### config.mk
export PLATFORM = sky130hd
export DESIGN_NAME = kdk_sq_unit
export DESIGN_NICKNAME = d
export VERILOG_FILES = /design/src/hw/rtl/kdk_sq_unit.sv
export SDC_FILE = /design/constraint.sdc
export NUM_CORES = 1
export LEC_CHECK = 0
export CORE_ASPECT_RATIO = 1.2
export CORE_MARGIN = 5
export CORE_UTILIZATION = 35
export CTS_CLUSTER_SIZE = 14
export DETAILED_ROUTE_END_ITERATION = 6
export DONT_BUFFER_PORTS = 1
export PLACE_DENSITY = 0.48
export SYNTH_ARGS = -nofsm -noshare
export SYNTH_HDL_FRONTEND = slang
export SYNTH_SLANG_ARGS = --single-unit
### constraint.sdc
create_clock -name clk -period 8.1 [get_ports clk]
set_clock_uncertainty 0.15 [all_clocks]
set_input_delay 0.405 -clock clk [delete_from_list [all_inputs] [get_ports clk]]
set_output_delay 0.405 -clock clk [all_outputs]
set_load 0.05 [all_outputs]
### src/hw/rtl/kdk_sq_unit.sv
// kdk_sq_unit: shared squarer for coordinate differences, result registered
// no dependencies; serves axis gaps and the three distance terms in turn

module kdk_sq_unit #(
    parameter int COORD_BITS = 16
) (
    input  logic                      clk,
    input  logic signed [COORD_BITS:0] diff,
    output logic [2*COORD_BITS-1:0]   sq_reg
);

    logic [COORD_BITS:0]   mag_wide;
    logic [COORD_BITS-1:0] mag;

    // magnitude of a difference of two coordinates fits in COORD_BITS
    assign mag_wide = diff[COORD_BITS] ? (~diff + 1'b1) : diff;
    assign mag      = mag_wide[COORD_BITS-1:0];

    always_ff @(posedge clk)
    begin
        sq_reg <= mag * mag;
    end

endmodule

==> results.txt <==
Layout cells sized above 1 -> 7.33%
Most common cell after layout, fill and taps aside -> inv_1
Crit-path max FO -> 6
Final slew viol count -> 0
CP Buf/Inv Count -> 6
CTS tree -> built
Clock slew at reported path FFs -> 0.06 ns
Number of distinct library cells after synthesis -> 56
Yosys warnings -> 0
DRT Wirelength -> 21800 µm
Number of synthesized flops with an enable pin -> 0
Core Area -> 23700 µm²
Hpwl dp -> 19400 µm
Slowest cell on the critical path -> fa_1
Vias in the first global route -> 6734
Number of buffers added on ports -> 0
Synth top area cells -> fa_1 (39%), ha_1 (14%), inv_1 (11%)
Asr flop ratio synth -> 0%
Mapped Cells -> 953
Area leader, netlist -> fa_1
First-pass GRT wire length -> 35300 µm
Via-to-Cell Ratio -> 4.80
Pin count of the biggest net entering global routing -> 18
Dominant synthesized flop cell -> dfxtp_1
Critical path required time -> 8.17 ns
CP arrival -> 7.55 ns
Initial antenna violation count -> 0
Die X -> 151 µm
Most frequent cells in the layout -> inv_1 (237), fa_1 (163), ha_1 (96), nand2_1 (92), nor2_1 (78)
Max reg flops -> 31
Actual slew at the worst max-slew pin -> 1.09 ns
CP Capture Type -> register
CTS HTree Levels -> 2
Type of the worst setup path -> primary input to register
Post-CTS sizing -> 0
Number of antenna cells inserted -> 0
Max cap viols -> 0
Share of the synthesized area in the top cell type -> 39.0%
1st-iter DRT viols -> 273
Critical path startpoint category -> primary input
CTS sink cnt -> 31
Vias after detailed routing -> 6190
IO Pins -> 50
Max incr delay on CP -> 0.55 ns
Yosys reg bits -> 31
Slew margin rel. -> 26.7%
Router iterations before antenna repair -> 5
Die Area -> 27100 µm²
Clk root buf -> clkbuf_16
RSZ-0062 raised after global routing -> no
Delay-heaviest family, CP -> adder cells
Area of the mapped netlist -> 8370 µm²
WL/cell -> 16.9 µm
Syn avg cell area -> 8.79 µm²
# setup viols final -> 0
Starting Density -> 35.3%
Nets@finish -> 1246
FP Rows -> 62
Most frequent CP cell -> fa_1
Post-DRT Antenna Nets -> 0
Final Hold Fails -> 0
GP Congestion -> 0.879
Final Critical Period -> 7.48 ns
GRT Total Usage -> 16.6%
Clock Path Buffers -> 2
Worst hold-check path type -> primary input to register
Seq/Total Area, Yosys -> 7.41%
TritonCTS Buffers -> 5
Die Y -> 179 µm
Worst Hold Slack -> 0.0898 ns
Fin Setup TNS -> 0 ns
FILL cells -> 2541
GRT overflow -> 0
Fmax -> 134 MHz
Tcrit/Tclk final -> 92.4%
Area Overhead vs Synth -> 8.25%
Syn_nets -> 1230
Residual DRC -> 0
Outcome -> finished, final reports clean
==> cell families (layout without fill, tap and decap cells) <==
group,after synthesis,after routing,share of synthesized area [%]
fa+ha+maj,259,259,53.3
buf+inv,273,289,12.4
xor+xnor,50,50,5.86
simple gates,227,227,12.0
flops,31,31,7.41
compound gates,112,112,9.01
other cells,1,1,0.0448
==> cell usage after synthesis (5+ instances only) <==
library cell	instances
inv_1	237
fa_1	163
ha_1	96
nand2_1	92
nor2_1	78
a21oi_1	37
dfxtp_1	31
xnor2_1	26
o21ai_0	21
xor2_1	20
clkbuf_1	18
a21o_1	11
nand3_1	11
inv_2	10
a31oi_1	6
nand2_2	6
nor3_1	6
o21a_1	6
o211ai_1	5
o21bai_1	5
==> final cells by class <==
cell class	count	area [µm²]	share of cell area, %
Multi-Input combinational cell	649	6720	74.2
Inverter	251	942	10.4
Sequential cell	31	621	6.85
Tap cell	320	400	4.42
Timing Repair Buffer	31	235	2.59
Clock buffer	6	139	1.53
Clock inverter	1	5.00	0.0552
==> stage by stage <==
step / std cells / util, % / worst slack, ns / area, µm²
after floorplan: 953 / - / 0.369 / 8370
after global placement: 1281 / 37.5 / 0.405 / 8910
after detailed placement: 1281 / 37.5 / 0.389 / 8910
after CTS: 1289 / 38.2 / 0.672 / 9060
after global routing: 1289 / 38.2 / 0.186 / 9060
final: 1289 / 38.2 / 0.619 / 9060
==> what timing repair did <==
action / CTS / global route
setup endpoints to repair: 0 / 0
hold buffers: 1 / 0
endpoints found under the hold margin: 1 / 0
buffers inserted: 0 / 0
==> routing by layer <==
metal | vias to the layer above | wire length [µm] | global-route usage (%)
met5 | - | 0 | 0
met4 | 0 | 672 | 4.14
met3 | 36 | 971 | 2.17
met2 | 151 | 11700 | 30.1
met1 | 3077 | 8450 | 20.6
li1 | 2926 | - | -
==> final timing paths <==
kind	startpoint	endpoint	slack, ns	cells past startpoint
setup / recovery	diff[1]	sq_reg[30]	0.62	26
hold / removal	diff[0]	sq_reg[2]	0.09	1
Power is left out: the tool's default activity adds up to more than one toggle a clock period on the data nets, which glitch-free logic cannot reach.
