**src/hw/rtl/kdk_split.sv**
```systemverilog
// kdk_split: left and right subtree sizes of an implicit kd-tree node
// no dependencies; used by the walk sequencer in the top level

module kdk_split #(
    parameter int CNT_W = 11
) (
    input  logic [CNT_W-1:0] size,
    output logic [CNT_W-1:0] left,
    output logic [CNT_W-1:0] right
);

    logic [CNT_W-1:0] pow;
    logic             full_tree;

    assign full_tree = ((size + CNT_W'(1)) & size) == '0;

    always_comb
    begin
        pow = '0;
        // highest set bit wins
        for (int j = 0; j < CNT_W; j++)
        begin
            if (size[j])
            begin
                pow = CNT_W'(1) << j;
            end
        end
        if (full_tree)
        begin
            left  = size >> 1;
            right = size >> 1;
        end
        else if (size == CNT_W'(2))
        begin
            left  = CNT_W'(1);
            right = '0;
        end
        else
        begin
            left  = pow - CNT_W'(1);
            right = size - pow;
        end
    end

endmodule

```
**config.mk**
```make
export PLATFORM = sky130hd
export DESIGN_NAME = kdk_split
export DESIGN_NICKNAME = d
export VERILOG_FILES = /design/src/hw/rtl/kdk_split.sv
export SDC_FILE = /design/constraint.sdc
export NUM_CORES = 1
export LEC_CHECK = 0
export BUFFER_PORTS_ARGS = -buffer_cell sky130_fd_sc_hd__buf_4
export CAP_MARGIN = 20
export CORE_MARGIN = 3
export CORE_UTILIZATION = 58
export DETAILED_ROUTE_END_ITERATION = 7
export MAX_ROUTING_LAYER = met4
export PLACE_DENSITY = 0.95
export SETUP_SLACK_MARGIN = 0.2
export SYNTH_ARGS = -nofsm -noshare
export SYNTH_HDL_FRONTEND = slang
export SYNTH_SLANG_ARGS = --single-unit
```
**constraint.sdc**
```tcl
create_clock -name vclk -period 8.1
set_input_delay 0.81 -clock vclk [all_inputs]
set_output_delay 0.81 -clock vclk [all_outputs]
set_load 0.1 [all_outputs]
```
==> results.sh <==
export IMPL_status="completed"
export IMPL_initial_core_util_pct=66.6
export IMPL_numPortBuffers=33
export IMPL_rsz0062_at_grt="false"
export IMPL_swShare_pct=74.9
export IMPL_hold_class="input port to output port"
export IMPL_synth_top_area_cell="ha_1"
export IMPL_seqCellArea_sq_um=0
export IMPL_via_count=1192
export IMPL_relSlewSlack_pct=40.9
export IMPL_grt_pass1_vias=1097
export IMPL_final_cells=182
export IMPL_drc=0
export IMPL_coreArea_sq_mm=0.00140
export IMPL_p_per_area_mw_per_mm2=101
export IMPL_n_antenna_cell=0
export IMPL_dp_hpwl_um=2300
export IMPL_nNetsFinal=191
export IMPL_slew_viol_final=0
export IMPL_routed_wl_um=2900
export IMPL_synthMuxAreaShare_pct=2.15
export IMPL_crit_type="input port to output port"
export IMPL_crit_path_start_kind="input port"
export IMPL_final_common_cell="buf_4"
export IMPL_synth_cells=142
export IMPL_period_needed_ns=4.78
export IMPL_worst_path_max_fanout=7
export IMPL_design_seq_count=0
export IMPL_setup_violations_final=0
export IMPL_yosysWarnings=0
export IMPL_period_share_pct=59.0
export IMPL_layout_common_cells="33 x buf_4, 19 x nand2_1, 11 x nor2_1, 11 x o21ai_1, 10 x ha_1"
export IMPL_synth_top_family_by_area="simple AND/OR/NAND/NOR gates"
export IMPL_ys_seq_area_share_pct=0
export IMPL_tightest_slew_ns=0.886
export IMPL_dpl_cell_count=182
export IMPL_synth_simple_area_share_pct=36.1
export IMPL_postCtsSetupRepairBufs=0
export IMPL_post_cts_resized=0
export IMPL_gp_congestion=0.902
export IMPL_rows=13
export IMPL_synth_compound_area_share_pct=34.4
export IMPL_hold_violations=0
export IMPL_boundaryPins=33
export IMPL_cellInternalPower_mw=0.0292
export IMPL_critPathArrivalTime_ns=3.97
export IMPL_seq_power_share_pct=0
export IMPL_clockBufferCount=0
export IMPL_drv_cap=0
export IMPL_vdd_drop_max_mv=0.0678
export IMPL_power_switching_mw=0.0874
export IMPL_grt_max_degree=17
export IMPL_synth_area_top_cells="ha_1 13%, nand2_1 7.7%, o21ai_1 5.9%, nor2_1 4.4%, a21oi_1 3.8%"
export IMPL_drt_iter0_drc=59
export IMPL_clockPowerShare_pct=0
export IMPL_die_x_um=46.1
export IMPL_viasPerCell=6.55
export IMPL_first_pass_iters=4
export IMPL_syn_nets=164
export IMPL_overflow=0
export IMPL_cts_hold_buf=0
export IMPL_fmax_ghz=0.209
export IMPL_setup_tns_ns=0
export IMPL_ys_types=46
export IMPL_grt_pass1_wl_um=4660
export IMPL_synthXorXnorAreaFrac_pct=4.70
export IMPL_grt_usage_pct=29.2
export IMPL_mappedNetlistArea_sq_um=932
export IMPL_combPwrFrac_pct=100.0
export IMPL_final_core_util_pct=82.8
export IMPL_dieArea_sq_mm=0.00212
export IMPL_antenna_found_initial=0
export IMPL_critPathCaptureType="output port"
export IMPL_cp_data_required_time_ns=7.29
export IMPL_synth_adder_area_share_pct=15.6
export IMPL_layout_drive_gt1_share_pct=26.3
export IMPL_p_leak_nw=0.480
export IMPL_wl_per_cell_um=15.9
export IMPL_area_growth_pct=24.3
export IMPL_avgSynthCellArea_sq_um=6.56
export IMPL_antenna_left=0
export IMPL_yosys_area_top_type_share_pct=13.4
export IMPL_die_h_um=46.1
path summary, 6_finish.rpt:
check / slack [ns] / startpoint / to / cells after the start
worst min-delay path: 1.99 / size[10] / left[9] / 2
worst max-delay path: 3.32 / size[8] / right[9] / 12
synth_stat cells, drive strengths merged (3+ instances only):
library cell and count:
nand2 20, o21ai 16, nor2 13, ha 10, a21oi 7, inv 7, buf 6, nand3 5
nor3 5, o21a 4, xnor2 4, a211oi 3, and2 3, nand2b 3, o31ai 3, or2 3
worst max-delay path, cell delays in order:
cell,delay [ns]
buf_4,0.15
nor3_1,0.48
inv_1,0.13
nor2_1,0.23
nand2_1,0.09
ha_1,0.34
a21o_1,0.21
a21o_1,0.19
a21oi_1,0.22
or4bb_1,0.52
a211oi_2,0.25
buf_4,0.32
area by class of cell:
class                           count  area, sq um
Fill cell                          93          240
Inverter                            7         26.3
Multi-Input combinational cell    127          866
Tap cell                           15         18.8
Timing Repair Buffer               33          248
through the flow:
stage | hold slack (ns) | power (mW) | instance area [sq um] | worst slack [ns]
after CTS | 1.99 | 0.116 | 1160 | 3.39
final | 1.99 | 0.117 | 1160 | 3.32
after global placement | 1.99 | 0.114 | 1160 | 3.49
after floorplan | 2.01 | 0.0906 | 932 | 1.61
after global routing | 1.99 | 0.122 | 1160 | 3.05
after detailed placement | 1.99 | 0.116 | 1160 | 3.41
cell families after synthesis:
logic type	Yosys count
muxes	2
adders and majority gates	11
AOI/OAI and AO/OA	45
buffers and inverters	15
xor gates and xnor gates	5
and+or+nand+nor	64
metal layers:
| metal | global-route usage (%) | part of all wire (%) | vias to the layer above |
|---|---|---|---|
| li1 | - | - | 576 |
| met4 | 8.52 | 1.5 | 0 |
| met5 | - | 0 | - |
| met1 | 38.0 | 41 | 533 |
| met3 | 1.56 | 8.3 | 9 |
| met2 | 48.1 | 49 | 74 |
power by group through the flow:
stage | clock network (mW) | logic (mW) | registers [mW]
after floorplan | 0 | 0.0906 | 0
after global placement | 0 | 0.114 | 0
after detailed placement | 0 | 0.116 | 0
after CTS | 0 | 0.116 | 0
after global routing | 0 | 0.122 | 0
final | 0 | 0.117 | 0
(Power assumes the default switching activity.)
