[config.mk]
export PLATFORM = sky130hd
export DESIGN_NAME = kdk_ram
export DESIGN_NICKNAME = d
export VERILOG_FILES = /design/src/hw/rtl/kdk_ram.sv
export SDC_FILE = /design/constraint.sdc
export NUM_CORES = 1
export LEC_CHECK = 0
export BUFFER_PORTS_ARGS = -buffer_cell sky130_fd_sc_hd__buf_2
export CAP_MARGIN = 10
export CELL_PAD_IN_SITES_DETAIL_PLACEMENT = 1
export CELL_PAD_IN_SITES_GLOBAL_PLACEMENT = 2
export CORE_UTILIZATION = 49
export CTS_CLUSTER_SIZE = 14
export DETAILED_ROUTE_END_ITERATION = 10
export GPL_ROUTABILITY_DRIVEN = 0
export PLACE_DENSITY_LB_ADDON = 0.1
export SYNTH_ARGS = -nofsm -noshare
export SYNTH_HDL_FRONTEND = slang
export SYNTH_SLANG_ARGS = --single-unit
[constraint.sdc]
create_clock -name clk -period 3.8 [get_ports clk]
set_input_delay 0.19 -clock clk [delete_from_list [all_inputs] [get_ports clk]]
set_output_delay 0.19 -clock clk [all_outputs]
set_load 0.05 [all_outputs]
[src/hw/rtl/kdk_ram.sv]
// kdk_ram: single-port-write, single-port-read memory with registered read data
// no dependencies; holds the point store and the neighbour heap

module kdk_ram #(
    parameter int DEPTH  = 32,
    parameter int DATA_W = 8,
    parameter int ADDR_W = 5
) (
    input  logic              clk,
    input  logic              wr_en,
    input  logic [ADDR_W-1:0] wr_addr,
    input  logic [DATA_W-1:0] wr_data,
    input  logic              rd_en,
    input  logic [ADDR_W-1:0] rd_addr,
    output logic [DATA_W-1:0] rd_data
);

    logic [DATA_W-1:0] mem_reg [DEPTH];

    always_ff @(posedge clk)
    begin
        if (wr_en)
        begin
            mem_reg[wr_addr] <= wr_data;
        end
    end

    // read data holds until the next read
    always_ff @(posedge clk)
    begin
        if (rd_en)
        begin
            rd_data <= mem_reg[rd_addr];
        end
    end

endmodule

==> parameters.txt <==
Parameter                              Value

Floorplan
  Vertical extent of the die ... between 100 and 150 um
  Starting density of the core ... 0.5008
  Die footprint ... ~21000 sq um
  Placeable core region ... 20230 sq um
  DIE WIDTH ... roughly 150 um
  Row count ... 52
  Number of top-level pins ... 29

Setup path
  Maximum fanout along the worst path ... 34
  Endpoint class of the critical path ... flop
  CP Data Arrival Time ... 2.28 ns
  Library cell contributing the largest single delay on the critical path ... mux4_2
  Crit path cell chain ... buf_4, buf_12, mux4_2, mux4_2, mux2_2
  Launching point of the worst reg2reg path ... mem_reg[13][7]$_DFFE_PP_
  Cell mode on critical path ... mux4_2
  Worst Path Class, Setup ... input pin to flop
  Worst setup startpoint ... rd_addr[0]
  Top Family by Delay on Critical Path ... multiplexers
  Type of origin of the critical path ... input pin
  CP required ... 4.07 ns
  Critical path buffers and inverters ... 2
  Worst path max stage delay ... 0.59 ns

Power and ir drop
  PnR Total Power ... 0.005974 W
  IR Drop Worst-Case VDD ... 361.2 uV
  Static Leak ... between 3 and 4 nW
  Ratio of total power to cell area ... 526.6 nW/um^2

Synth
  Synth top area cells ... edfxtp_1 (78%), mux4_2 (18%), nor2_1 (1.2%), mux2_2 (0.89%), buf_4 (0.44%)
  Synthesized Nets ... 438
  Total number of yosys warnings ... 0
  Sequential cell area fraction in the yosys report ... 0.7823
  Total of flip-flops plus latches after synthesis ... 264
  Cells after Synth ... 417
  Share of the synthesized area in the top cell type ... 0.7823
  Cell Area, Synth ... 10130 sq um
  Per-instance average area after synthesis ... 24.30 sq um
  Post-synth cell types ... 14
  Library cell occupying the most area in the post-synthesis netlist ... edfxtp_1

STA
  Worst hold margin ... 0.03684 ns
  Final worst path period need ... 2.006 ns
  Setup WS post-layout ... 1.794 ns
  Transition time at the pin with the least slew margin ... between 1 and 1.5 ns
  Endpoints failing hold ... 0
  Final clock period utilization by the worst path ... 0.5278
  Maximum clock rate ... 498.6 MHz
  Number of setup violations in the final report ... 0
  Rel. slew slack ... 0.3308
  Pins Over Slew Limit ... 0
  Layout Skew ... approximately 0.0048 ns
  Setup TNS after final layout ... 0 ns
  Setup repair after global routing missed its margin ... no

CTS
  Number of buffers created by CTS ... 27
  Root Driver ... clkbuf_16
  Clock Path Buffers ... 3
  Sinks on Clock Net ... 264
  Insertion delay to the later sink of the worst-skew pair ... 0.52 ns
  Post-CTS setup-driven buffer insertion count ... 0
  Clock slew at reported path FFs ... 0.06 ns
  Clock tree from TritonCTS ... yes
  H-tree depth ... 1
  Quantity of hold-fixing buffers added after cts ... 0
  Count of instances resized after the clock tree is built ... 0

Drt
  DRT antenna net count ... 0
  Sum of routed wire length over all layers ... 20980 um
  Number of design rule violations left after detail routing ... 0
  Count of TritonRoute iterations in the first routing pass ... 4
  Routed wire length per instance ... roughly 28 um
  Average vias per placed instance ... approximately 5.8
  Via Count ... around 4300
  DRC marker count from the first detailed-route iteration ... 340

Final layout
  Layout filler cell count ... 1680
  Area grow syn2layout ... 11.95%
  Antenna diode count ... 0
  Commonest cells after routing, fill and taps aside ... edfxtp_1 (264), mux4_2 (80), nor2_1 (33), clkbuf_16 (27), buf_2 (27)
  Post-route standard cell area excluding fillers ... around 11000 sq um
  Leading cell type in the layout, fill and taps excluded ... edfxtp_1
  Share of cells above drive strength 1 ... 0.3326
  Net count reported at finish ... around 480
  Max reg flops ... 256

Global route
  Total congestion overflow after global routing ... 0
  Vias in the first global route ... 4634
  GR Util All Layers ... 0.2080
  Global-route wire length before repair ... 31360 um
  Antenna violations before repair ... 1
  Largest net degree at the start of global routing ... 48

Placed design
  Cell area reported after detailed placement ... 10560 sq um
  HPWL after detailed placement ... ~13000 um
  Count of buffers from port buffering ... 28
  Worst setup timing slack at the placement stage ... 1.187 ns

Hold path
  Classification of the worst-slack hold path ... input pin to flop
  Startpoint of the lowest-slack hold path ... rd_en

Run
  Total of max-cap violations ... 0

Status
  Status ... finished, final reports clean
[stage by stage]
step,instances,utilization
3_3_place_gp,698,0.5216
2_1_floorplan,417,-
6_report,745,0.5607
3_5_place_dp,698,0.5216
4_1_cts,745,0.5607
5_1_grt,745,0.5607
[synth_stat cells, drive strengths merged]
cell type	instances
or3	1
nand3	2
nand2	1
edfxtp	264
clkbuf	6
nand3b	5
mux2	8
buf	14
or3b	3
nor2	33
mux4	80
[layer usage]
layer  share of wire  GRT usage
met3           0.050    0.03197
met5               0          0
met4           0.013    0.04737
met1            0.47     0.3244
met2            0.47     0.3139
[cell families (layout without fill, tap and decap cells)]
| kind of cell | Yosys count | count (layout) | synth area share |
|---|---|---|---|
| buffers and inverters | 20 | 78 | 0.01049 |
| DFF | 264 | 264 | 0.7823 |
| muxes | 88 | 88 | 0.1867 |
| and+or+nand+nor | 45 | 45 | 0.02050 |
[worst reg2reg max path: stages (launching register included)]
cell      delay [ns]
edfxtp_1        0.39
mux4_2          0.53
mux4_2          0.51
mux2_2          0.29
[report_power, final]
part / leakage [nW] / switching (W) / internal (W)
sequential: 2.38 / 0.0000113 / 0.00325
clock: 0.390 / 0.00103 / 0.00136
combinational: 0.728 / 0.000198 / 0.000128
total: 3.50 / 0.00124 / 0.00474
[layout make-up]
type                       instances  area [sq um]  share of cell area
multi-input combinational        133          2100              0.1851
sequential                       264          7928              0.6988
clock inverter                    16         98.84            0.008713
clock buffer                      31         690.7             0.06088
timing repair buffer              31         190.2             0.01676
tap                              270         337.8             0.02978
[final timing paths]
kind	end	slack, ns	cells after the start
setup / recovery	rd_data[3]$_DFFE_PP_	1.79	5
hold / removal	rd_data[6]$_DFFE_PP_	0.04	1
setup reg to reg	rd_data[7]$_DFFE_PP_	1.83	3
hold reg to reg	rd_data[3]$_DFFE_PP_	0.98	3
Note: power is estimated with default switching activity, not from simulation.
